<file path="src/hw/rtl/sab_ram.sv">
// Generic single-write, single-read RAM with registered read data.
module sab_ram #(
	parameter int WIDTH = 8,
	parameter int DEPTH = 16
) (
	input  logic                     clk,
	input  logic                     we,
	input  logic [$clog2(DEPTH)-1:0] waddr,
	input  logic [WIDTH-1:0]         wdata,
	input  logic [$clog2(DEPTH)-1:0] raddr,
	output logic [WIDTH-1:0]         rdata
);

	logic [WIDTH-1:0] mem [DEPTH];

	always_ff @(posedge clk) begin
		if (we) begin
			mem[waddr] <= wdata;
		end
		rdata <= mem[raddr];
	end

endmodule
</file>
<file path="config.mk">
export PLATFORM = sky130hd
export DESIGN_NAME = sab_ram
export DESIGN_NICKNAME = d
export VERILOG_FILES = /design/src/hw/rtl/sab_ram.sv
export SDC_FILE = /design/constraint.sdc
export NUM_CORES = 1
export LEC_CHECK = 0
export ABC_CLOCK_PERIOD_IN_PS = 2800
export BUFFER_PORTS_ARGS = -buffer_cell sky130_fd_sc_hd__buf_2
export CAP_MARGIN = 20
export CORE_MARGIN = 2
export CORE_UTILIZATION = 60
export CTS_BUF_LIST = sky130_fd_sc_hd__clkbuf_4 sky130_fd_sc_hd__clkbuf_8
export DETAILED_ROUTE_END_ITERATION = 6
export GPL_ROUTABILITY_DRIVEN = 0
export PLACE_DENSITY = 0.86
export SYNTH_ARGS = -nofsm -noshare
export SYNTH_HDL_FRONTEND = slang
export SYNTH_SLANG_ARGS = --single-unit
</file>
<file path="constraint.sdc">
create_clock -name clk -period 2.8 [get_ports clk]
set_input_delay 0.14 -clock clk [delete_from_list [all_inputs] [get_ports clk]]
set_output_delay 0.14 -clock clk [all_outputs]
set_load 0.005 [all_outputs]
</file>
==> impl_metrics.csv <==
group,metric,value,unit
power,leakagePower,1.953,nW
power,power.density,727.1,nW/um^2
yosys,syn_area,5147,um^2
die,core-area,8258,um^2
sta,setup_tns,0,ns
yosys,yosysMostFrequentCell,"edfxtp_1",
clock_tree,hold_buffers,0,
clock_tree,cts_sinks,136,
yosys,synth_commonest_cells,"128 x edfxtp_1, 18 x mux4_2, 16 x a22oi_1",
placement,dp.cells,355,
yosys,synth_top_area_frac,0.7467,
power,ir_worst_vdd,367.8,uV
global_routing,grt_remaining_overflow,0,
hold_path,hp-class,"primary input to register",
yosys,ys.flop_type,"edfxtp_1",
yosys,async_flop_share,0,
die,rows,33,
clock_tree,clk_path_buf_depth,2,
detailed_routing,drc,0,
clock_tree,cts-buffers-inserted,17,
clock_tree,post_cts_buffers,0,
detailed_routing,finalWirelength,9357,um
detailed_routing,drt_iter0_markers,300,
global_routing,antenna_found_initial,0,
yosys,yosys.area.top_type,"edfxtp_1",
yosys,yosys.cell_types.count,19,
cells_and_area,fin_nets,287,
sta,hold_slack,0.08897,ns
cells_and_area,stdcell_count,387,
critical_path,cp_data_required_time,3.10,ns
detailed_routing,wl_per_cell,24.18,um
die,die-area,9336,um^2
cells_and_area,layout-area-overhead-vs-synth,13.13,%
sta,rsz0062_at_grt,"false",
die,initial_core_util,0.6233,
critical_path,arrival,1.71,ns
yosys,synth.avg_cell_area,22.48,um^2
sta,clock_skew,0.01089,ns
sta,period_share,0.5029,
detailed_routing,drtPass1Iterations,6,
placement,dp_hpwl,5826,um
yosys,synth-edff-count,128,
clock_tree,clk_pin_slew,0.08,ns
yosys,ys_seq_area_frac,0.7778,
critical_path,critPathBufInv,2,
critical_path,slowest_delay,0.57,ns
clock_tree,clk_latency,0.42,ns
sta,finalSetupViolCount,0,
yosys,synthCells,229,
sta,maxSlewViolCount,0,
die,num_io_pins,26,
clock_tree,cts_tree,"built",
cells_and_area,diodes,0,
clock_tree,cts_root_buf,"clkbuf_8",
cells_and_area,multiInputGateArea,1057,um^2
detailed_routing,antenna_left,0,
critical_path,endpoint_kind,"register",
global_routing,grt_use_total,0.2153,
sta,period_minus_slack,1.408,ns
cells_and_area,nFillCells,496,
clock_tree,ctsResizeCount,0,
run,cap_violations,0,
die,die_x,96.63,um
die,die_y,96.63,um
cells_and_area,final_area,5823,um^2
cells_and_area,fin_util,0.7052,
sta,max_slew.worst_pin.slew,0.9091,ns
critical_path,critPathMaxFanout,22,
placement,portBuffers,25,
critical_path,crit_family,"buffers and inverters",
critical_path,critical_path_class,"primary input to register",
yosys,synthTopCellsByArea,"edfxtp_1 75%, mux4_2 7.9%, mux4_1 7.1%, dfxtp_1 3.1%, a22oi_1 2.3%",
placement,placed_cell_area,5375,um^2
detailed_routing,dr_total_vias,2381,
sta,hold_violations,0,
clock_tree,cts_max_level,4,
status,outcome,"finished clean",
detailed_routing,vias_per_cell,6.152,
critical_path,start_kind,"primary input",
critical_path,worst_path_max_delay_cell,"mux4_1",
global_routing,grt_pass1_vias,2477,
cells_and_area,final_layout_size_suffix_gt1_frac,0.2908,
critical_path,path_cells,"buf_2 -> buf_12 -> mux4_1 -> a22oi_1 -> nand2_1",
yosys,ys_seq_elements,136,
sta,max_slew_margin,0.3917,
global_routing,grt_pass1_wl,14350,um
global_routing,grt_max_degree,33,
sta,fmax,710.2,MHz
cells_and_area,seq_area,4004,um^2
yosys,syn_nets,247,
yosys,yosys_warnings,0,
==> layout by cell type, fill, tap and decap left out, drive strengths merged <==
master    synthesis  routed
clkinvlp          0       2
clkinv            0       5
bufinv            0       4
buf               7      31
mux4             32      32
edfxtp          128     128
a22oi            16      16
nor3              4       4
nand3             1       1
clkbuf            0      21
dfxtp             8       8
nand2b            2       2
nand3b            2       2
nor2             13      13
and2b             1       1
nand2             9       9
nor2b             1       1
and2              1       1
or3b              1       1
==> area by class of cell <==
type,instances,area share
clock inverters,11,0.02944
multi-input cells,83,0.1816
repair buffers,31,0.03137
flip-flops and latches,136,0.6876
well taps,105,0.02256
clock buffers,21,0.04749
==> final timing paths <==
check | slack, ns | from | cells after the start | to
setup / recovery | 1.39 | raddr[0] | 5 | rdata[2]$_DFF_P_
hold / removal | 0.09 | wdata[4] | 1 | mem[2][4]$_DFFE_PP_
hold reg to reg | 0.68 | mem[12][5]$_DFFE_PP_ | 3 | rdata[5]$_DFF_P_
setup reg to reg | 1.43 | mem[3][7]$_DFFE_PP_ | 3 | rdata[7]$_DFF_P_
==> report_power, final <==
part	switching [W]	internal (W)	total (W)
logic	0.000115	0.0000849	0.000200
registers	0.0000138	0.00227	0.00229
clock network	0.000708	0.00104	0.00175
total	0.000836	0.00340	0.00423
==> per-layer routing <==
layer,GRT usage,routed length [um],vias to the layer above
met4,0.07801,83,0
met5,0,0,-
met1,0.3015,3800,1218
li1,-,-,1054
met2,0.3339,4767,103
met3,0.05780,705,6
==> cells by family after synthesis <==
group                  count (synthesis)  synth area share
multiplexers                          32            0.1502
AO/OA/AOI/OAI                         16           0.02334
buffers and inverters                 10           0.01677
flip-flops                           136            0.7778
AND/OR/NAND/NOR                       35           0.03184
==> state kept, by name (all words and copies together) (netlist names) <==
signal,cells
mem,128
rdata,8
==> metrics by stage <==
stage	setup slack, ns	power, W
2_1_floorplan	1.167	0.002445
3_3_place_gp	0.9332	0.002523
3_5_place_dp	0.9298	0.002534
4_1_cts	1.376	0.004255
5_1_grt	1.310	0.004366
6_report	1.392	0.004234
Note: power is estimated with default switching activity, not from simulation.
